File: config.mk
export PLATFORM = sky130hd
export DESIGN_NAME = line_edge_steering_error_flat
export DESIGN_NICKNAME = d
export VERILOG_FILES = /design/src/design/les_pkg.sv /design/src/design/les_if.sv /design/src/design/les_front.sv /design/src/design/les_queue.sv /design/src/design/les_back.sv /design/src/design/line_edge_steering_error.sv /design/src/flat_wrapper.sv
export SDC_FILE = /design/constraint.sdc
export NUM_CORES = 1
export LEC_CHECK = 0
export ABC_CLOCK_PERIOD_IN_PS = 25400
export BUFFER_PORTS_ARGS = -buffer_cell sky130_fd_sc_hd__buf_2
export CORE_MARGIN = 2
export CORE_UTILIZATION = 55
export CTS_CLUSTER_DIAMETER = 80
export DETAILED_ROUTE_END_ITERATION = 8
export GPL_ROUTABILITY_DRIVEN = 0
export PLACE_DENSITY = 0.71
export SYNTH_ARGS = -nofsm -noshare
export SYNTH_HDL_FRONTEND = slang
export SYNTH_SLANG_ARGS = --single-unit
File: constraint.sdc
create_clock -name clock -period 25.4 [get_ports clock]
set_input_delay 0 -clock clock [delete_from_list [all_inputs] [get_ports clock]]
set_output_delay 0 -clock clock [all_outputs]
set_load 0.03 [all_outputs]
File: src/design/les_pkg.sv
// les_pkg: shared types, constants and register codes for the line edge steering error block
// used by every file of the block; depends on nothing
`timescale 1ns / 1ps
`default_nettype none

package les_pkg;

   // parameter defaults
   localparam int PIXELS_DEF      = 128;
   localparam int SAMPLE_BITS_DEF = 10;

   // fixed field widths
   localparam int POS_BITS      = 8;
   localparam int DB_BITS       = 10;
   localparam int LIM_BITS      = 7;
   localparam int ERR_BITS      = 8;
   localparam int CSR_IDX_BITS  = 3;
   localparam int CSR_DATA_BITS = 10;

   localparam int ERR_MAX = 127;
   localparam int ERR_MIN = -128;

   // mapping arithmetic: (x - base) * (1 - e) over a small signed divisor
   localparam int NUM_BITS  = 17;
   localparam int MAG_BITS  = 16;
   localparam int DEN_BITS  = 10;
   localparam int DVS_BITS  = 9;
   localparam int REM_BITS  = DVS_BITS + 1;
   localparam int RES_BITS  = NUM_BITS + 1;
   localparam int STEP_BITS = $clog2(MAG_BITS);

   localparam int QUEUE_DEPTH = 2;

   // register reset values
   localparam logic [DB_BITS-1:0]  DEAD_BAND_RST   = DB_BITS'(5);
   localparam logic [POS_BITS-1:0] WIN_LOW_RST     = POS_BITS'(20);
   localparam logic [POS_BITS-1:0] WIN_HIGH_RST    = POS_BITS'(100);
   localparam logic [POS_BITS-1:0] CTRL_LOW_RST    = POS_BITS'(40);
   localparam logic [POS_BITS-1:0] CTRL_HIGH_RST   = POS_BITS'(93);
   localparam logic [POS_BITS-1:0] CENTER_RST      = POS_BITS'(64);
   localparam logic [POS_BITS-1:0] MAX_SEP_RST     = POS_BITS'(10);
   localparam logic [LIM_BITS-1:0] ERR_LIMIT_RST   = LIM_BITS'(100);

   typedef enum logic [CSR_IDX_BITS-1:0] {
      CSR_DEAD_BAND,
      CSR_WIN_LOW,
      CSR_WIN_HIGH,
      CSR_CTRL_LOW,
      CSR_CTRL_HIGH,
      CSR_CENTER,
      CSR_MAX_SEP,
      CSR_ERR_LIMIT
   } csr_index_type;

   typedef struct packed {
      logic [DB_BITS-1:0]  dead_band;
      logic [POS_BITS-1:0] deriv_window_low;
      logic [POS_BITS-1:0] deriv_window_high;
      logic [POS_BITS-1:0] control_low;
      logic [POS_BITS-1:0] control_high;
      logic [POS_BITS-1:0] center_pixel;
      logic [POS_BITS-1:0] max_separation;
      logic [LIM_BITS-1:0] error_limit;
   } cfg_type;

   // per-beat control travelling from front to back
   typedef struct packed {
      logic a_valid;   // difference of the sample's own pixel counts
      logic b_valid;   // closing difference at end of line counts
      logic eol;
   } qctl_type;

   typedef enum logic [2:0] {
      ST_TRACK,
      ST_SEP,
      ST_MAP,
      ST_PREP,
      ST_DIV,
      ST_FIX
   } back_state_type;

endpackage

`default_nettype wire

File: src/design/les_if.sv
// les_req_if and les_rsp_if: valid/ready channels of the line edge steering error block
// depends on les_pkg
`timescale 1ns / 1ps
`default_nettype none

interface les_req_if import les_pkg::*; #(
   parameter int SAMPLE_BITS = SAMPLE_BITS_DEF
) ();
   logic                   valid;
   logic                   ready;
   logic [SAMPLE_BITS-1:0] sample;
   logic                   end_of_line;

   modport source (output valid, output sample, output end_of_line, input ready);
   modport sink   (input valid, input sample, input end_of_line, output ready);
endinterface

interface les_rsp_if import les_pkg::*; ();
   logic                       valid;
   logic                       ready;
   logic signed [ERR_BITS-1:0] steer_error;
   logic                       line_seen;
   logic [POS_BITS-1:0]        rise_position;
   logic [POS_BITS-1:0]        fall_position;

   modport source (output valid, output steer_error, output line_seen,
                   output rise_position, output fall_position, input ready);
   modport sink   (input valid, input steer_error, input line_seen,
                   input rise_position, input fall_position, output ready);
endinterface

`default_nettype wire

File: src/design/les_front.sv
// les_front: accepts sample beats, keeps the two-sample window and pixel count,
// and classifies each central difference (window, dead band); depends on les_pkg, les_if
`timescale 1ns / 1ps
`default_nettype none

module les_front import les_pkg::*; #(
   parameter int PIXELS      = PIXELS_DEF,
   parameter int SAMPLE_BITS = SAMPLE_BITS_DEF
) (
   input  wire logic                          clock,
   input  wire logic                          reset,
   les_req_if.sink                            req_if,
   input  wire cfg_type                       cfg,
   output logic                               push_valid,
   input  wire logic                          push_ready,
   output qctl_type                           ctl,
   output logic [POS_BITS-1:0]                a_idx,
   output logic signed [SAMPLE_BITS:0]        a_diff,
   output logic [POS_BITS-1:0]                b_idx,
   output logic signed [SAMPLE_BITS:0]        b_diff
);

   localparam int CNT_BITS = $clog2(PIXELS + 1);
   localparam int DW       = SAMPLE_BITS + 1;
   localparam int CW       = ((DW > DB_BITS) ? DW : DB_BITS) + 1;

   logic [CNT_BITS-1:0]    pc_ff, pc_in;
   logic [SAMPLE_BITS-1:0] win0_ff, win0_in;
   logic [SAMPLE_BITS-1:0] win1_ff, win1_in;

   logic                   accept;
   logic                   active;
   logic [CNT_BITS-1:0]    pc_step;
   logic [SAMPLE_BITS-1:0] win1_step;
   logic signed [DW-1:0]   d1, d2;

   function automatic logic in_window(input logic [POS_BITS-1:0] idx, input cfg_type c);
      in_window = (idx >= c.deriv_window_low) && (idx <= c.deriv_window_high);
   endfunction

   function automatic logic signed [DW-1:0] dead_zone(input logic signed [DW-1:0] d,
                                                     input logic [DB_BITS-1:0] db);
      logic signed [CW-1:0] dx;
      logic signed [CW-1:0] dbx;
      dx  = CW'(d);
      dbx = $signed({{(CW-DB_BITS){1'b0}}, db});
      if ((dx >= -dbx) && (dx <= dbx)) begin
         dead_zone = '0;
      end else begin
         dead_zone = d;
      end
   endfunction

   assign accept        = req_if.valid && push_ready;
   assign req_if.ready  = push_ready;
   assign push_valid    = req_if.valid;

   always_comb begin
      active    = pc_ff < CNT_BITS'(PIXELS);
      pc_step   = active ? pc_ff + CNT_BITS'(1) : pc_ff;
      win1_step = active ? win0_ff : win1_ff;

      // neighbours outside the frame read as zero, so the window starts cleared
      d1 = $signed({1'b0, req_if.sample}) - $signed({1'b0, win1_ff});
      d2 = -$signed({1'b0, win1_step});

      a_idx  = POS_BITS'(pc_ff - CNT_BITS'(1));
      b_idx  = POS_BITS'(pc_step - CNT_BITS'(1));
      a_diff = dead_zone(d1, cfg.dead_band);
      b_diff = dead_zone(d2, cfg.dead_band);

      ctl.a_valid = active && (pc_ff != '0) && in_window(a_idx, cfg);
      ctl.b_valid = req_if.end_of_line && (pc_step != '0) && in_window(b_idx, cfg);
      ctl.eol     = req_if.end_of_line;

      pc_in   = pc_ff;
      win0_in = win0_ff;
      win1_in = win1_ff;
      if (accept) begin
         if (req_if.end_of_line) begin
            pc_in   = '0;
            win0_in = '0;
            win1_in = '0;
         end else if (active) begin
            pc_in   = pc_step;
            win0_in = req_if.sample;
            win1_in = win0_ff;
         end
      end
   end

   always_ff @(posedge clock) begin
      if (reset) begin
         pc_ff   <= '0;
         win0_ff <= '0;
         win1_ff <= '0;
      end else begin
         pc_ff   <= pc_in;
         win0_ff <= win0_in;
         win1_ff <= win1_in;
      end
   end

endmodule

`default_nettype wire

File: src/design/les_queue.sv
// les_queue: short valid/ready queue that decouples the front from the back
// depends on les_pkg
`timescale 1ns / 1ps
`default_nettype none

module les_queue import les_pkg::*; #(
   parameter int WIDTH = 1,
   parameter int DEPTH = QUEUE_DEPTH
) (
   input  wire logic             clock,
   input  wire logic             reset,
   input  wire logic             push_valid,
   output logic                  push_ready,
   input  wire logic [WIDTH-1:0] push_data,
   output logic                  pop_valid,
   input  wire logic             pop_ready,
   output logic [WIDTH-1:0]      pop_data
);

   localparam int PW = (DEPTH > 1) ? $clog2(DEPTH) : 1;
   localparam int CW = $clog2(DEPTH + 1);

   logic [WIDTH-1:0] mem_ff [DEPTH];
   logic [PW-1:0]    wr_ptr_ff, wr_ptr_in;
   logic [PW-1:0]    rd_ptr_ff, rd_ptr_in;
   logic [CW-1:0]    count_ff, count_in;
   logic             do_push, do_pop;

   function automatic logic [PW-1:0] bump(input logic [PW-1:0] p);
      bump = (p == PW'(DEPTH - 1)) ? '0 : p + PW'(1);
   endfunction

   assign push_ready = count_ff != CW'(DEPTH);
   assign pop_valid  = count_ff != '0;
   assign pop_data   = mem_ff[rd_ptr_ff];
   assign do_push    = push_valid && push_ready;
   assign do_pop     = pop_valid && pop_ready;

   always_comb begin
      wr_ptr_in = do_push ? bump(wr_ptr_ff) : wr_ptr_ff;
      rd_ptr_in = do_pop ? bump(rd_ptr_ff) : rd_ptr_ff;
      count_in  = count_ff;
      if (do_push && !do_pop) begin
         count_in = count_ff + CW'(1);
      end else if (do_pop && !do_push) begin
         count_in = count_ff - CW'(1);
      end
   end

   always_ff @(posedge clock) begin
      if (do_push) begin
         mem_ff[wr_ptr_ff] <= push_data;
      end
   end

   always_ff @(posedge clock) begin
      if (reset) begin
         wr_ptr_ff <= '0;
         rd_ptr_ff <= '0;
         count_ff  <= '0;
      end else begin
         wr_ptr_ff <= wr_ptr_in;
         rd_ptr_ff <= rd_ptr_in;
         count_ff  <= count_in;
      end
   end

endmodule

`default_nettype wire

File: src/design/les_back.sv
// les_back: edge tracker, end-of-line separation check, linear mapping with a
// shift-subtract divider, saturation and the result register; depends on les_pkg, les_if
`timescale 1ns / 1ps
`default_nettype none

module les_back import les_pkg::*; #(
   parameter int SAMPLE_BITS = SAMPLE_BITS_DEF
) (
   input  wire logic                   clock,
   input  wire logic                   reset,
   input  wire cfg_type                cfg,
   input  wire logic                   ent_valid,
   output logic                        ent_ready,
   input  wire qctl_type               ctl,
   input  wire logic [POS_BITS-1:0]    a_idx,
   input  wire logic [SAMPLE_BITS:0]   a_diff,
   input  wire logic [POS_BITS-1:0]    b_idx,
   input  wire logic [SAMPLE_BITS:0]   b_diff,
   les_rsp_if.source                   rsp_if
);

   localparam int DW = SAMPLE_BITS + 1;

   localparam logic [DW-1:0] HIGH_RST = {1'b1, {(DW-1){1'b0}}};
   localparam logic [DW-1:0] LOW_RST  = {1'b0, {(DW-1){1'b1}}};

   typedef struct packed {
      logic [DW-1:0]       hd;
      logic [DW-1:0]       ld;
      logic [POS_BITS-1:0] hp;
      logic [POS_BITS-1:0] lp;
   } trk_type;

   back_state_type state_ff, state_in;

   trk_type trk_ff, trk_in;
   logic signed [ERR_BITS-1:0] held_ff, held_in;
   logic                       seen_ff, seen_in;
   logic signed [ERR_BITS-1:0] omin_ff, omin_in;
   logic signed [NUM_BITS-1:0] num_ff, num_in;
   logic signed [DEN_BITS-1:0] den_ff, den_in;
   logic [MAG_BITS-1:0]        mag_ff, mag_in;
   logic [DVS_BITS-1:0]        dvs_ff, dvs_in;
   logic [REM_BITS-1:0]        rem_ff, rem_in;
   logic                       qneg_ff, qneg_in;
   logic [STEP_BITS-1:0]       step_ff, step_in;

   logic                       out_valid_ff, out_valid_in;
   logic signed [ERR_BITS-1:0] out_err_ff, out_err_in;
   logic                       out_seen_ff, out_seen_in;
   logic [POS_BITS-1:0]        out_rise_ff, out_rise_in;
   logic [POS_BITS-1:0]        out_fall_ff, out_fall_in;

   trk_type                    trk_a, trk_b;
   logic signed [POS_BITS:0]   sep;
   logic                       left;
   logic [POS_BITS-1:0]        x, base, dtop, dbot;
   logic signed [POS_BITS:0]   xd;
   logic signed [ERR_BITS-1:0] kk;
   logic signed [NUM_BITS-1:0] prod;
   logic signed [NUM_BITS-1:0] absn;
   logic signed [DEN_BITS-1:0] absd;
   logic [REM_BITS-1:0]        trial;
   logic                       qbit;
   logic signed [NUM_BITS-1:0] qs;
   logic signed [RES_BITS-1:0] res;
   logic signed [ERR_BITS-1:0] sat;
   logic                       out_free;

   // a pixel updates the largest difference, or failing that the smallest
   function automatic trk_type track_step(input trk_type t, input logic v,
                                          input logic [POS_BITS-1:0] idx,
                                          input logic [DW-1:0] d);
      trk_type r;
      r = t;
      if (v) begin
         if ($signed(t.hd) < $signed(d)) begin
            r.hd = d;
            r.hp = idx;
         end else if ($signed(t.ld) > $signed(d)) begin
            r.ld = d;
            r.lp = idx;
         end
      end
      track_step = r;
   endfunction

   assign out_free             = !out_valid_ff || rsp_if.ready;
   assign rsp_if.valid         = out_valid_ff;
   assign rsp_if.steer_error   = out_err_ff;
   assign rsp_if.line_seen     = out_seen_ff;
   assign rsp_if.rise_position = out_rise_ff;
   assign rsp_if.fall_position = out_fall_ff;

   always_comb begin
      state_in     = state_ff;
      trk_in       = trk_ff;
      held_in      = held_ff;
      seen_in      = seen_ff;
      omin_in      = omin_ff;
      num_in       = num_ff;
      den_in       = den_ff;
      mag_in       = mag_ff;
      dvs_in       = dvs_ff;
      rem_in       = rem_ff;
      qneg_in      = qneg_ff;
      step_in      = step_ff;
      out_valid_in = out_valid_ff && !rsp_if.ready;
      out_err_in   = out_err_ff;
      out_seen_in  = out_seen_ff;
      out_rise_in  = out_rise_ff;
      out_fall_in  = out_fall_ff;
      ent_ready    = 1'b0;

      trk_a = track_step(trk_ff, ctl.a_valid, a_idx, a_diff);
      trk_b = track_step(trk_a, ctl.b_valid, b_idx, b_diff);

      sep = $signed({1'b0, trk_ff.hp}) - $signed({1'b0, trk_ff.lp});

      left = trk_ff.hp >= cfg.center_pixel;
      x    = left ? trk_ff.lp : trk_ff.hp;
      base = left ? cfg.center_pixel : cfg.control_high;
      dtop = left ? cfg.control_low : cfg.center_pixel;
      dbot = left ? cfg.center_pixel : cfg.control_high;
      xd   = $signed({1'b0, x}) - $signed({1'b0, base});
      kk   = ERR_BITS'(1) - $signed({1'b0, cfg.error_limit});
      prod = xd * kk;

      absn = num_ff[NUM_BITS-1] ? -num_ff : num_ff;
      absd = den_ff[DEN_BITS-1] ? -den_ff : den_ff;

      trial = {rem_ff[REM_BITS-2:0], mag_ff[MAG_BITS-1]};
      qbit  = trial >= {1'b0, dvs_ff};

      qs  = $signed({1'b0, mag_ff});
      res = qneg_ff ? -RES_BITS'(qs) : RES_BITS'(qs);
      res = res + RES_BITS'(omin_ff);
      if (res > RES_BITS'(ERR_MAX)) begin
         sat = ERR_BITS'(ERR_MAX);
      end else if (res < RES_BITS'(ERR_MIN)) begin
         sat = ERR_BITS'(ERR_MIN);
      end else begin
         sat = res[ERR_BITS-1:0];
      end

      unique case (state_ff)
         ST_TRACK: begin
            ent_ready = 1'b1;
            if (ent_valid) begin
               trk_in = trk_b;
               if (ctl.eol) begin
                  trk_in.hd = HIGH_RST;
                  trk_in.ld = LOW_RST;
                  state_in  = ST_SEP;
               end
            end
         end
         ST_SEP: begin
            // edges too far apart: no line, and the rise position is cleared
            if (sep > $signed({1'b0, cfg.max_separation})) begin
               trk_in.hp = '0;
            end
            state_in = ST_MAP;
         end
         ST_MAP: begin
            seen_in = !((trk_ff.hp <= cfg.control_low) || (trk_ff.hp >= cfg.control_high));
            omin_in = left ? '0 : $signed({1'b0, cfg.error_limit});
            num_in  = prod;
            den_in  = $signed({2'b00, dtop}) - $signed({2'b00, dbot}) + DEN_BITS'(1);
            state_in = seen_in ? ST_PREP : ST_FIX;
         end
         ST_PREP: begin
            if (den_ff == '0) begin
               mag_in   = '0;
               qneg_in  = 1'b0;
               state_in = ST_FIX;
            end else begin
               mag_in   = absn[MAG_BITS-1:0];
               dvs_in   = absd[DVS_BITS-1:0];
               qneg_in  = num_ff[NUM_BITS-1] ^ den_ff[DEN_BITS-1];
               rem_in   = '0;
               step_in  = '0;
               state_in = ST_DIV;
            end
         end
         ST_DIV: begin
            // one quotient bit per cycle, shifted into the dividend register
            rem_in  = qbit ? trial - {1'b0, dvs_ff} : trial;
            mag_in  = {mag_ff[MAG_BITS-2:0], qbit};
            step_in = step_ff + STEP_BITS'(1);
            if (step_ff == STEP_BITS'(MAG_BITS - 1)) begin
               state_in = ST_FIX;
            end
         end
         ST_FIX: begin
            if (out_free) begin
               out_valid_in = 1'b1;
               out_err_in   = seen_ff ? sat : held_ff;
               out_seen_in  = seen_ff;
               out_rise_in  = trk_ff.hp;
               out_fall_in  = trk_ff.lp;
               if (seen_ff) begin
                  held_in = sat;
               end
               state_in = ST_TRACK;
            end
         end
         default: state_in = ST_TRACK;
      endcase
   end

   always_ff @(posedge clock) begin
      if (reset) begin
         state_ff <= ST_TRACK;
      end else begin
         state_ff <= state_in;
      end
   end

   always_ff @(posedge clock) begin
      if (reset) begin
         trk_ff.hd    <= HIGH_RST;
         trk_ff.ld    <= LOW_RST;
         trk_ff.hp    <= '0;
         trk_ff.lp    <= '0;
         held_ff      <= '0;
         out_valid_ff <= 1'b0;
      end else begin
         trk_ff       <= trk_in;
         held_ff      <= held_in;
         out_valid_ff <= out_valid_in;
      end
   end

   always_ff @(posedge clock) begin
      seen_ff     <= seen_in;
      omin_ff     <= omin_in;
      num_ff      <= num_in;
      den_ff      <= den_in;
      mag_ff      <= mag_in;
      dvs_ff      <= dvs_in;
      rem_ff      <= rem_in;
      qneg_ff     <= qneg_in;
      step_ff     <= step_in;
      out_err_ff  <= out_err_in;
      out_seen_ff <= out_seen_in;
      out_rise_ff <= out_rise_in;
      out_fall_ff <= out_fall_in;
   end

endmodule

`default_nettype wire

File: src/design/line_edge_steering_error.sv
// line_edge_steering_error: top level with configuration registers, front, queue and back
// depends on les_pkg, les_if, les_front, les_queue, les_back
//
// Takes one pixel beat per cycle on req_if while the queue has room; end_of_line on a
// beat closes the line and yields one result beat on rsp_if. At end of line the back
// runs the separation check and then the mapping setup. When a new error is mapped it
// loads the divider and then runs the shift-subtract divider; the divider is skipped
// when the divisor is zero. It then loads the result register, which waits while an
// earlier result beat is still held. Meanwhile the two-entry queue takes the next beats
// and the front stalls once it is full. The user must write registers through
// csr_we/csr_index/csr_wdata only while the block is idle; the block does not enforce it.
`timescale 1ns / 1ps
`default_nettype none

module line_edge_steering_error import les_pkg::*; #(
   parameter int PIXELS      = PIXELS_DEF,
   parameter int SAMPLE_BITS = SAMPLE_BITS_DEF
) (
   input  wire logic                     clock,
   input  wire logic                     reset,
   les_req_if.sink                       req_if,
   les_rsp_if.source                     rsp_if,
   input  wire logic                     csr_we,
   input  wire logic [CSR_IDX_BITS-1:0]  csr_index,
   input  wire logic [CSR_DATA_BITS-1:0] csr_wdata
);

   localparam int DW = SAMPLE_BITS + 1;
   localparam int QW = $bits(qctl_type) + 2 * (POS_BITS + DW);

   cfg_type cfg_ff, cfg_in;

   logic                f_valid, f_ready;
   qctl_type            f_ctl, b_ctl;
   logic [POS_BITS-1:0] f_a_idx, f_b_idx, b_a_idx, b_b_idx;
   logic [DW-1:0]       f_a_diff, f_b_diff, b_a_diff, b_b_diff;
   logic [QW-1:0]       q_in, q_out;
   logic                q_valid, q_ready;

   always_comb begin
      cfg_in = cfg_ff;
      if (csr_we) begin
         unique case (csr_index_type'(csr_index))
            CSR_DEAD_BAND: cfg_in.dead_band         = csr_wdata[DB_BITS-1:0];
            CSR_WIN_LOW:   cfg_in.deriv_window_low  = csr_wdata[POS_BITS-1:0];
            CSR_WIN_HIGH:  cfg_in.deriv_window_high = csr_wdata[POS_BITS-1:0];
            CSR_CTRL_LOW:  cfg_in.control_low       = csr_wdata[POS_BITS-1:0];
            CSR_CTRL_HIGH: cfg_in.control_high      = csr_wdata[POS_BITS-1:0];
            CSR_CENTER:    cfg_in.center_pixel      = csr_wdata[POS_BITS-1:0];
            CSR_MAX_SEP:   cfg_in.max_separation    = csr_wdata[POS_BITS-1:0];
            CSR_ERR_LIMIT: cfg_in.error_limit       = csr_wdata[LIM_BITS-1:0];
            default: ;
         endcase
      end
   end

   always_ff @(posedge clock) begin
      if (reset) begin
         cfg_ff.dead_band         <= DEAD_BAND_RST;
         cfg_ff.deriv_window_low  <= WIN_LOW_RST;
         cfg_ff.deriv_window_high <= WIN_HIGH_RST;
         cfg_ff.control_low       <= CTRL_LOW_RST;
         cfg_ff.control_high      <= CTRL_HIGH_RST;
         cfg_ff.center_pixel      <= CENTER_RST;
         cfg_ff.max_separation    <= MAX_SEP_RST;
         cfg_ff.error_limit       <= ERR_LIMIT_RST;
      end else begin
         cfg_ff <= cfg_in;
      end
   end

   les_front #(
      .PIXELS      (PIXELS),
      .SAMPLE_BITS (SAMPLE_BITS)
   ) u_front (
      .clock      (clock),
      .reset      (reset),
      .req_if     (req_if),
      .cfg        (cfg_ff),
      .push_valid (f_valid),
      .push_ready (f_ready),
      .ctl        (f_ctl),
      .a_idx      (f_a_idx),
      .a_diff     (f_a_diff),
      .b_idx      (f_b_idx),
      .b_diff     (f_b_diff)
   );

   assign q_in = {f_ctl, f_a_idx, f_a_diff, f_b_idx, f_b_diff};

   les_queue #(
      .WIDTH (QW),
      .DEPTH (QUEUE_DEPTH)
   ) u_queue (
      .clock      (clock),
      .reset      (reset),
      .push_valid (f_valid),
      .push_ready (f_ready),
      .push_data  (q_in),
      .pop_valid  (q_valid),
      .pop_ready  (q_ready),
      .pop_data   (q_out)
   );

   assign {b_ctl, b_a_idx, b_a_diff, b_b_idx, b_b_diff} = q_out;

   les_back #(
      .SAMPLE_BITS (SAMPLE_BITS)
   ) u_back (
      .clock     (clock),
      .reset     (reset),
      .cfg       (cfg_ff),
      .ent_valid (q_valid),
      .ent_ready (q_ready),
      .ctl       (b_ctl),
      .a_idx     (b_a_idx),
      .a_diff    (b_a_diff),
      .b_idx     (b_b_idx),
      .b_diff    (b_b_diff),
      .rsp_if    (rsp_if)
   );

endmodule

`default_nettype wire
File: src/flat_wrapper.sv
// flat-port wrapper written by rule: the top's interface ports become plain ports
module line_edge_steering_error_flat import les_pkg::*;
#(
   parameter int PIXELS      = PIXELS_DEF,
   parameter int SAMPLE_BITS = SAMPLE_BITS_DEF
)
  (clock, reset, csr_we, csr_index, csr_wdata, req_if_valid, req_if_sample, req_if_end_of_line, req_if_ready, rsp_if_valid, rsp_if_steer_error, rsp_if_line_seen, rsp_if_rise_position, rsp_if_fall_position, rsp_if_ready);
  les_req_if #(.SAMPLE_BITS(SAMPLE_BITS)) req_if_i ();
  les_rsp_if rsp_if_i ();
  input  wire logic clock;
  input  wire logic reset;
  input  wire logic csr_we;
  input  wire logic [CSR_IDX_BITS-1:0] csr_index;
  input  wire logic [CSR_DATA_BITS-1:0] csr_wdata;
  input wire logic [$bits(req_if_i.valid)-1:0] req_if_valid;
  input wire logic [$bits(req_if_i.sample)-1:0] req_if_sample;
  input wire logic [$bits(req_if_i.end_of_line)-1:0] req_if_end_of_line;
  output wire logic [$bits(req_if_i.ready)-1:0] req_if_ready;
  output wire logic [$bits(rsp_if_i.valid)-1:0] rsp_if_valid;
  output wire logic [$bits(rsp_if_i.steer_error)-1:0] rsp_if_steer_error;
  output wire logic [$bits(rsp_if_i.line_seen)-1:0] rsp_if_line_seen;
  output wire logic [$bits(rsp_if_i.rise_position)-1:0] rsp_if_rise_position;
  output wire logic [$bits(rsp_if_i.fall_position)-1:0] rsp_if_fall_position;
  input wire logic [$bits(rsp_if_i.ready)-1:0] rsp_if_ready;
  assign req_if_i.valid = req_if_valid;
  assign req_if_i.sample = req_if_sample;
  assign req_if_i.end_of_line = req_if_end_of_line;
  assign req_if_ready = req_if_i.ready;
  assign rsp_if_valid = rsp_if_i.valid;
  assign rsp_if_steer_error = rsp_if_i.steer_error;
  assign rsp_if_line_seen = rsp_if_i.line_seen;
  assign rsp_if_rise_position = rsp_if_i.rise_position;
  assign rsp_if_fall_position = rsp_if_i.fall_position;
  assign rsp_if_i.ready = rsp_if_ready;
  line_edge_steering_error #(.PIXELS(PIXELS), .SAMPLE_BITS(SAMPLE_BITS)) u_core (.clock(clock), .reset(reset), .req_if(req_if_i), .rsp_if(rsp_if_i), .csr_we(csr_we), .csr_index(csr_index), .csr_wdata(csr_wdata));
endmodule
==> flow_summary.toml, run 1 <==
[cts]
root_buffer = "clkbuf_16"
clock_sinks = 329
numCtsBuffers = 40
cts_tree = "done"
clkTransAtPathRegs_ns = 0.06
clk_latency_ns = 0.56
postCtsSetupBuffers = 0
cts_buffer_depth = 3
cts_max_level = 2

[power]
leakagePower_uw = 0.0108
vdd_ir_drop_max_uv = 264
p_clk_share_pct = 15.3
swShare_pct = 43.3
powerDensity_nw_per_um2 = 147
power.total_uw = 3830
comb_power_share_pct = 62.9
pwr-share-seq_pct = 21.8
p_int_uw = 2170
power.switching_uw = 1660

[synth]
syn-num-nets = 2910
synth_area_leaders = "edfxtp_1, ha_1, dfxtp_1"
ys.warnings.count = 0
netlist_area_um2 = 23700
yosysSeqAreaShare_pct = 35.4
synth_top_cell_by_area = "edfxtp_1"
synth.avg_cell_area_um2 = 9.23
syn_inst = 2573
synth_edf_count = 181
ys.flop_type = "edfxtp_1"
synth.most_common_cell = "inv_1"
synthDistinctLibCells = 77
synth-seq-cells = 329
postSynth.asyncResetShare_pct = 0
synth_top_area_share_pct = 22.9
ys_top_cells_by_count = "inv_1, nand2_1, ha_1"

[die]
io_pins = 56
die_h_um = 212
start_util_pct = 55.4
core-area_um2 = 42900
die-area_um2 = 44900
die_w_um = 212
num_rows = 76

[place]
place_ws_ns = 16.77
hpwl_mm = 43.9
port_buffers = 55
dp_cells = 3133

[layout]
area_growth_pct = 10.1
nNetsFinal = 2953
diodes = 0
drive_gt1_share_pct = 7.03
instances_no_fill = 3231

[route]
totalWireLength_mm = 57.8
drt-wirelength-per-cell_um = 17.9
dr.first_iter.drc_count = 1462
drc = 0
via_per_inst = 5.80
detail-route-antenna-nets = 0
firstDrtPassIters = 6
dr_total_vias = 18700

[sta]
min_period_over_period_pct = 34.7
tns_ns = 0
fin_ws_ns = 16.60
fmax_mhz = 114
skew_ns = 0.0291
period_minus_slack_ns = 8.80
hold_viol = 0
worstMarginPinSlew_ns = 1.24
rsz0062_at_grt = "no"
slew_viol_final = 0
setup_violations = 0
relSlewSlack_pct = 16.8

[global_routing]
antenna_found_initial = 0
grtUsageTotal_pct = 26.2
grt-ovfl-total = 0
grt_pass1_vias = 18100
grt_first_pass_wirelength_mm = 93.6
grt_max_degree = 106

[critical_path]
reg2regPathDepth = 32
critical-path-top-delay-family = "adder cells"
crit_arrival_ns = 9.08
crit_required_ns = 25.68
crit_slowest_cell = "dfxtp_1"
worstPathMaxFanout = 23
cp_common_cell = "o21ai_0"
critPathBufInv = 5
r2r_setup_slack_ns = 16.60
endpoint_kind = "register"
slowest_delay_ns = 0.56
r2r-end = "u_core.u_back.num_ff[16]"
start_kind = "register"
critical_path_class = "reg2reg"
reg2reg_from = "u_core.cfg_ff[18]"

[hold_path]
holdPathStages = 5
hold_start = "csr_we"
min_to = "u_core.cfg_ff[1]"
hp-class = "in2reg"

[outcome]
outcome = "finished clean"

[flow_run]
cap_viol_max_count = 0
-- logic make-up (layout without fill, tap and decap cells) --
logic type / Yosys count / count (layout) / synth area share (%)
compound gates: 540 / 540 / 15.1
flops: 329 / 329 / 35.4
mux: 109 / 109 / 4.67
xor+xnor: 139 / 139 / 5.13
simple gates: 792 / 792 / 15.6
fa+ha+maj: 308 / 308 / 18.3
buf+inv: 356 / 429 / 5.79
-- sequential cells by signal (all words and copies together) (netlist names), 2 cells and up, named ones only --
| register | count |
|---|---|
| u_core.u_back.den_ff | 10 |
| u_core.u_back.state_ff | 3 |
| u_core.u_front.win1_ff | 10 |
| u_core.u_back.rsp_if.steer_error | 8 |
| u_core.u_back.rsp_if.fall_position | 8 |
| u_core.cfg_ff | 65 |
| u_core.u_back.dvs_ff | 9 |
| u_core.u_back.trk_ff | 38 |
| u_core.u_back.held_ff | 8 |
| u_core.u_front.win0_ff | 10 |
| u_core.u_back.step_ff | 4 |
| u_core.u_queue.count_ff | 2 |
| u_core.u_back.mag_ff | 16 |
| u_core.u_back.rem_ff | 9 |
| u_core.u_queue.mem_ff | 82 |
| u_core.u_back.omin_ff | 7 |
| u_core.u_front.pc_ff | 8 |
| u_core.u_back.rsp_if.rise_position | 8 |
| u_core.u_back.num_ff | 17 |
-- power groups by stage --
stage / sequential [uW] / combinational (uW) / clock, uW
after global placement: 840 / 2290 / 0
after global routing: 842 / 2730 / 618
final: 834 / 2410 / 587
after detailed placement: 843 / 2390 / 0
after CTS: 832 / 2410 / 599
after floorplan: 819 / 1870 / 0
-- how the worst max path moves through the flow --
stage | startpoint | to | slack (ns) | cells after the start
CTS | u_core.cfg_ff[18] | u_core.u_back.num_ff[16] | 16.67 | 32
finish | u_core.cfg_ff[18] | u_core.u_back.num_ff[16] | 16.60 | 32
global route | u_core.cfg_ff[18] | u_core.u_back.num_ff[16] | 15.83 | 32
floorplan | u_core.cfg_ff[18] | u_core.u_back.num_ff[16] | 17.20 | 35
global placement | u_core.cfg_ff[18] | u_core.u_back.num_ff[16] | 17.20 | 32
detailed placement | u_core.cfg_ff[18] | u_core.u_back.num_ff[16] | 16.77 | 32
-- cell type report --
type	count	area [um^2]
fill	3534	16700
multi-input combinational	1888	14000
sequential	329	8400
clock buffer	50	1100
inverter	259	972
tap	585	732
timing repair buffer	98	666
clock inverter	22	253
-- metrics by stage --
stage	utilization (%)	cell area, um^2	hold WS, ns
detailed placement	57.2	24500	0.246
finish	61.0	26100	0.0397
CTS	61.0	26100	0.0184
global placement	57.2	24500	0.240
global route	61.0	26100	0.0775
floorplan	-	23700	0.0989
-- cell usage in the layout (no fill, tap or decap), types with 49 or more instances in the layout --
cell,n
a21oi_1,150
mux2i_1,95
xor2_1,53
o21ai_0,97
ha_1,241
nor2_1,216
buf_2,54
fa_1,67
a21o_1,49
inv_1,257
edfxtp_1,181
dfxtp_1,147
xnor2_1,86
nand2_1,256
nor3_1,50
-- per-layer routing --
metal | vias to the layer above | track usage [%] | routed length (um)
met2 | 591 | 40.3 | 25100
li1 | 9108 | - | -
met5 | - | 0 | 0
met3 | 116 | 4.84 | 4430
met4 | 0 | 8.55 | 1650
met1 | 8917 | 37.4 | 26600
-- worst register-to-register path: cells and delay by family, from the launching register on --
kind / cells / cell delay (ns)
and+or+nand+nor: 4 / 0.66
DFF: 1 / 0.56
xor gates and xnor gates: 2 / 0.64
adders and majority gates: 7 / 2.87
muxes: 1 / 0.43
buffers and inverters: 5 / 0.54
AOI/OAI and AO/OA: 13 / 2.84
-- repair_timing --
action / 4_1_cts / 5_1_grt
hold buffers: 26 / 0
hold endpoints to repair: 92 / 0
resized for setup: 0 / 0
(Power assumes the default switching activity.)
==> run 2: changes to the inputs <==
--- a/config.mk
+++ b/config.mk
@@ -5,7 +5,7 @@
 export SDC_FILE = /design/constraint.sdc
 export NUM_CORES = 1
 export LEC_CHECK = 0
-export ABC_CLOCK_PERIOD_IN_PS = 25400
+export ABC_CLOCK_PERIOD_IN_PS = 8710
 export BUFFER_PORTS_ARGS = -buffer_cell sky130_fd_sc_hd__buf_2
 export CORE_MARGIN = 2
 export CORE_UTILIZATION = 55
==> constraint.sdc (replaced) <==
create_clock -name clock -period 8.71 [get_ports clock]
set_input_delay 0 -clock clock [delete_from_list [all_inputs] [get_ports clock]]
set_output_delay 0 -clock clock [all_outputs]
set_load 0.03 [all_outputs]
==> flow_summary.toml, run 2 (synthesis gave the netlist of run 1 again) <==
[die]
die-area_um2 = 44900
die_h_um = 212
num_rows = 76
core-area_um2 = 42900
start_util_pct = 55.4
io_pins = 56
die_w_um = 212

[flow_run]
cap_viol_max_count = 0

[sta]
tns_ns = 0
setup_violations = 0
whs_ns = 0.0297
relSlewSlack_pct = 18.0
hold_viol = 0
fmax_mhz = 121
skew_ns = 0.0162
slew_viol_final = 0
min_period_over_period_pct = 94.9
worstMarginPinSlew_ns = 1.23
period_minus_slack_ns = 8.27

[place]
hpwl_mm = 43.8
port_buffers = 55

[layout]
layout_commonest_cell = "inv_1"
top_regs = "u_core.u_queue.mem_ff: 82 flops, u_core.cfg_ff: 65 flops, u_core.u_back.trk_ff: 38 flops"
area_growth_pct = 10.3
nNetsFinal = 2964
diodes = 0
drive_gt1_share_pct = 7.54
regMostFlops = "u_core.u_queue.mem_ff"
layout_common_cells = "inv_1, nand2_1, ha_1, nor2_1, edfxtp_1"
largest_reg_flops = 82

[global_routing]
grt_first_pass_wirelength_mm = 94.5
grt_max_degree = 98
grtUsageTotal_pct = 26.3
antenna_found_initial = 0
grt-ovfl-total = 0
grt_pass1_vias = 18400

[critical_path]
worstPathMaxFanout = 10
endpoint_kind = "register"
critical_path_class = "reg2reg"
crit_slowest_cell = "fa_1"
start_kind = "register"
crit_required_ns = 9.00
cp_common_cell = "fa_1"
slowest_delay_ns = 0.54
crit_arrival_ns = 8.56

[route]
firstDrtPassIters = 6
detail-route-antenna-nets = 0
via_per_inst = 5.81
totalWireLength_mm = 58.0
dr_total_vias = 18800
drc = 0
dr.first_iter.drc_count = 1578
drt-wirelength-per-cell_um = 17.9

[cts]
clock_sinks = 329
numCtsBuffers = 38
cts_tree = "done"
root_buffer = "clkbuf_16"
clk_latency_ns = 0.56
clkTransAtPathRegs_ns = 0.07
cts_max_level = 2
cts_buffer_depth = 3

[power]
power.total_uw = 11100
leakagePower_uw = 0.0109
powerDensity_nw_per_um2 = 425
vdd_ir_drop_max_uv = 963

[hold_path]
hp-class = "in2reg"

[outcome]
outcome = "finished clean"
run 2: final timing paths:
path / from / endpoint / slack (ns) / depth (start not counted)
worst max-delay path: u_core.cfg_ff[18] / u_core.u_back.num_ff[16] / 0.44 / 31
worst min-delay path: req_if_valid / u_core.u_front.win1_ff[0] / 0.03 / 5
worst max register to register: u_core.cfg_ff[18] / u_core.u_back.num_ff[16] / 0.44 / 31
worst min register to register: u_core.u_back.trk_ff[7] / u_core.u_back.rsp_if.fall_position[7] / 0.44 / 0
run 2: repair_timing:
item,in CTS,in global routing
hold buffers,27,0
gates resized for setup,0,10
endpoints found under the setup margin,0,7
endpoints found under the hold margin,100,0
buffers inserted,0,5
run 2: routing by layer:
layer | global-route usage (%) | routed length, um
met4 | 7.24 | 1370
met1 | 38.0 | 26800
met3 | 3.86 | 4130
met2 | 41.3 | 25700
met5 | 0 | 0
run 2: final cells by class:
cell class,instances,area (um^2)
clock buffers,47,1010
clock inverters,20,235
fillers,3567,16700
inverters,259,976
multi-input cells,1888,14100
flip-flops and latches,329,8400
well taps,585,732
repair buffers,111,778
run 2: per-stage QoR:
| step | util (%) | area, um^2 | worst slack [ns] | std cells |
|---|---|---|---|---|
| final | 61.1 | 26200 | 0.441 | 3239 |
| after global routing | 61.1 | 26200 | -0.0266 | 3239 |
| after CTS | 60.9 | 26100 | 0.0969 | 3234 |
| after detailed placement | 57.4 | 24600 | 0.185 | 3140 |
| after global placement | 57.4 | 24600 | 0.558 | 3140 |
| after floorplan | - | 23700 | 0.505 | 2573 |
run 2: critical path: cells and delay by family, from the launching register on:
| kind | cells | cell delay, ns |
|---|---|---|
| adders and majority gates | 8 | 3.30 |
| AOI/OAI and AO/OA | 12 | 2.41 |
| and+or+nand+nor | 3 | 0.55 |
| buffers and inverters | 5 | 0.47 |
| DFF | 1 | 0.46 |
| muxes | 1 | 0.40 |
| xor gates and xnor gates | 2 | 0.38 |
run 2: power by group:
| group | total, uW | switching [uW] | internal [uW] |
|---|---|---|---|
| sequential | 2440 | 182 | 2260 |
| clock | 1610 | 635 | 970 |
| combinational | 7100 | 4040 | 3060 |
| total | 11100 | 4860 | 6280 |
==> run 3: changes to the inputs <==
--- a/config.mk
+++ b/config.mk
@@ -6,7 +6,7 @@
 export NUM_CORES = 1
 export LEC_CHECK = 0
 export ABC_CLOCK_PERIOD_IN_PS = 8710
-export BUFFER_PORTS_ARGS = -buffer_cell sky130_fd_sc_hd__buf_2
+export BUFFER_PORTS_ARGS = -buffer_cell sky130_fd_sc_hd__clkbuf_2
 export CORE_MARGIN = 2
 export CORE_UTILIZATION = 55
 export CTS_CLUSTER_DIAMETER = 80
@@ -15,4 +15,5 @@
 export PLACE_DENSITY = 0.71
 export SYNTH_ARGS = -nofsm -noshare
 export SYNTH_HDL_FRONTEND = slang
+export SYNTH_HIERARCHICAL = 1
 export SYNTH_SLANG_ARGS = --single-unit
==> flow_summary.toml, run 3 <==
[die]
die-area_um2 = 45800
die_w_um = 214
start_util_pct = 56.0
die_h_um = 214
core-area_um2 = 43400
num_rows = 76
io_pins = 56

[layout]
fill_cells = 3616
regMostFlops = "u_core/u_queue/mem_ff"
layout_commonest_cell = "inv_1"
top_regs = "u_core/u_queue/mem_ff: 82 flops, u_core/cfg_ff: 65 flops, u_core/u_back/trk_ff: 38 flops"
drive_gt1_share_pct = 11.4
seqCellArea_um2 = 8400
layout_common_cells = "inv_1, ha_1, nor2_1, edfxtp_1, nand2_1"
area_growth_pct = 10.8
largest_reg_flops = 82
design_area_um2 = 26900
nNetsFinal = 2919
multiInputGateArea_um2 = 14600

[synth]
synth.avg_cell_area_um2 = 9.69
synth_top_area_share_pct = 22.4
syn_inst = 2506
synthDistinctLibCells = 106
syn-num-nets = 2842
synth-seq-cells = 329
netlist_area_um2 = 24300
postSynth.asyncResetShare_pct = 0
ys.flop_type = "edfxtp_1"
synth_top_cell_by_area = "edfxtp_1"
ys_top_cells_by_count = "inv_1, ha_1, nor2_1"
synth.most_common_cell = "inv_1"
synth_edf_count = 181
yosysSeqAreaShare_pct = 34.6
ys.warnings.count = 6
synth_area_leaders = "edfxtp_1, ha_1, dfxtp_1"

[cts]
numCtsBuffers = 39
clock_sinks = 329
root_buffer = "clkbuf_16"
cts_buffer_depth = 3
clkTransAtPathRegs_ns = 0.06
clk_latency_ns = 0.58
cts_tree = "done"
cts_max_level = 2

[critical_path]
r2r-end = "u_core/u_back/num_ff[16]"
reg2reg_from = "u_core/cfg_ff[19]"
critical_path_class = "reg2reg"
crit_arrival_ns = 8.45
crit_required_ns = 9.00
slowest_delay_ns = 0.55
reg2regPathDepth = 31
r2r_setup_slack_ns = 0.55
endpoint_kind = "register"
start_kind = "register"
crit_slowest_cell = "fa_1"
worstPathMaxFanout = 17

[sta]
slew_viol_final = 0
tns_ns = 0
period_minus_slack_ns = 8.16
skew_ns = 0.0293
worstMarginPinSlew_ns = 1.13
relSlewSlack_pct = 24.1
fmax_mhz = 123
rsz0062_at_grt = "no"
min_period_over_period_pct = 93.6
setup_violations = 0
hold_viol = 0

[route]
drt-wirelength-per-cell_um = 18.8
detail-route-antenna-nets = 0
via_per_inst = 5.88
dr_total_vias = 18800
totalWireLength_mm = 60.1
met3_length_mm = 4.40
highest_layer = "met4"
dr_wl_met2_mm = 26.9
dr.first_iter.drc_count = 1754
m1WireLength_mm = 27.4
drc = 0
firstDrtPassIters = 6

[hold_path]
holdPathStages = 4
hp-class = "in2reg"
hold_start = "req_if_sample[7]"
min_to = "u_core/u_front/win0_ff[7]"

[place]
port_buffers = 55
place_area_um2 = 25100
hpwl_mm = 45.5

[global_routing]
grt_max_degree = 95
grtUsageTotal_pct = 26.1
antenna_found_initial = 0
grt-ovfl-total = 0
grt_pass1_vias = 18500
grt_first_pass_wirelength_mm = 97.3

[outcome]
outcome = "finished clean"

[flow_run]
cap_viol_max_count = 0
==> run 3: changes by cell type in the layout (fill, tap and decap cells not counted), moves of 39 or more <==
| cell | before | now |
|---|---|---|
| nand2b_1 | 36 | 94 |
| clkbuf_2 | 0 | 54 |
| mux2_2 | 14 | 69 |
| a21oi_1 | 150 | 111 |
| buf_2 | 54 | 0 |
| nand2_1 | 256 | 154 |
==> run 3: layout make-up <==
cell class	count	share of cell area, %
Multi-Input combinational cell	1826	54.1
Sequential cell	329	31.2
Clock buffer	49	3.84
Inverter	261	3.64
Timing Repair Buffer	126	3.44
Tap cell	585	2.72
Clock inverter	21	0.987
Antenna cell	1	0.00931
==> run 3: worst max path at each step <==
stage,start,to,slack (ns),cells past startpoint
floorplan,u_core/cfg_ff[18],u_core/u_back/num_ff[16],0.35,36
global placement,u_core/u_back/trk_ff[10],u_core/u_back/num_ff[16],0.60,30
detailed placement,u_core/cfg_ff[19],u_core/u_back/num_ff[16],0.30,31
CTS,u_core/u_back/trk_ff[10],u_core/u_back/num_ff[16],0.25,30
global route,u_core/cfg_ff[19],u_core/u_back/num_ff[16],0.03,33
finish,u_core/cfg_ff[19],u_core/u_back/num_ff[16],0.55,31
==> run 3: cells by family (layout without fill, tap and decap cells) <==
logic type               after synthesis  in the layout  share of synthesized area (%)
other                                  0              1                              0
AO/OA/AOI/OAI                        469            469                           13.7
XOR/XNOR                             142            142                           5.22
AND/OR/NAND/NOR                      746            746                           15.6
flip-flops                           329            329                           34.6
multiplexers                         162            162                           7.10
buffers and inverters                351            457                           5.87
adder cells (fa/ha/maj)              307            307                           17.9
==> run 3: stage by stage <==
stage                     cells  setup slack (ns)  util (%)  hold WS (ns)
after global routing       3197            0.0316      62.0         0.275
final                      3198             0.553      62.0         0.291
after global placement     3083             0.601      57.9         0.245
after floorplan            2506             0.355         -        0.0691
after detailed placement   3083             0.303      57.9         0.254
after CTS                  3196             0.245      61.9         0.228
==> run 3: timing repair <==
| action | in CTS | in global routing |
|---|---|---|
| gates resized for setup | 0 | 10 |
| buffers inserted | 0 | 1 |
| hold buffers | 43 | 0 |
| endpoints found under the hold margin | 97 | 0 |
| setup endpoints to repair | 0 | 5 |
==> run 3: critical path, delay by kind of cell (launching register included) <==
| family | cells | cell delay, ns |
|---|---|---|
| AOI/OAI and AO/OA | 12 | 2.48 |
| xor gates and xnor gates | 2 | 0.37 |
| adders and majority gates | 8 | 3.01 |
| buffers and inverters | 4 | 0.30 |
| DFF | 1 | 0.41 |
| muxes | 1 | 0.38 |
| and+or+nand+nor | 4 | 0.92 |
==> run 3: per-layer routing <==
layer / vias up / global-route usage [%]
li1: 8996 / -
met2: 686 / 41.1
met1: 9031 / 37.3
met3: 95 / 4.50
met5: - / 0
met4: 0 / 7.08
Power of run 3 is not shown: default switching activity piles up to over one toggle a cycle in this logic, so the estimate is an artifact.
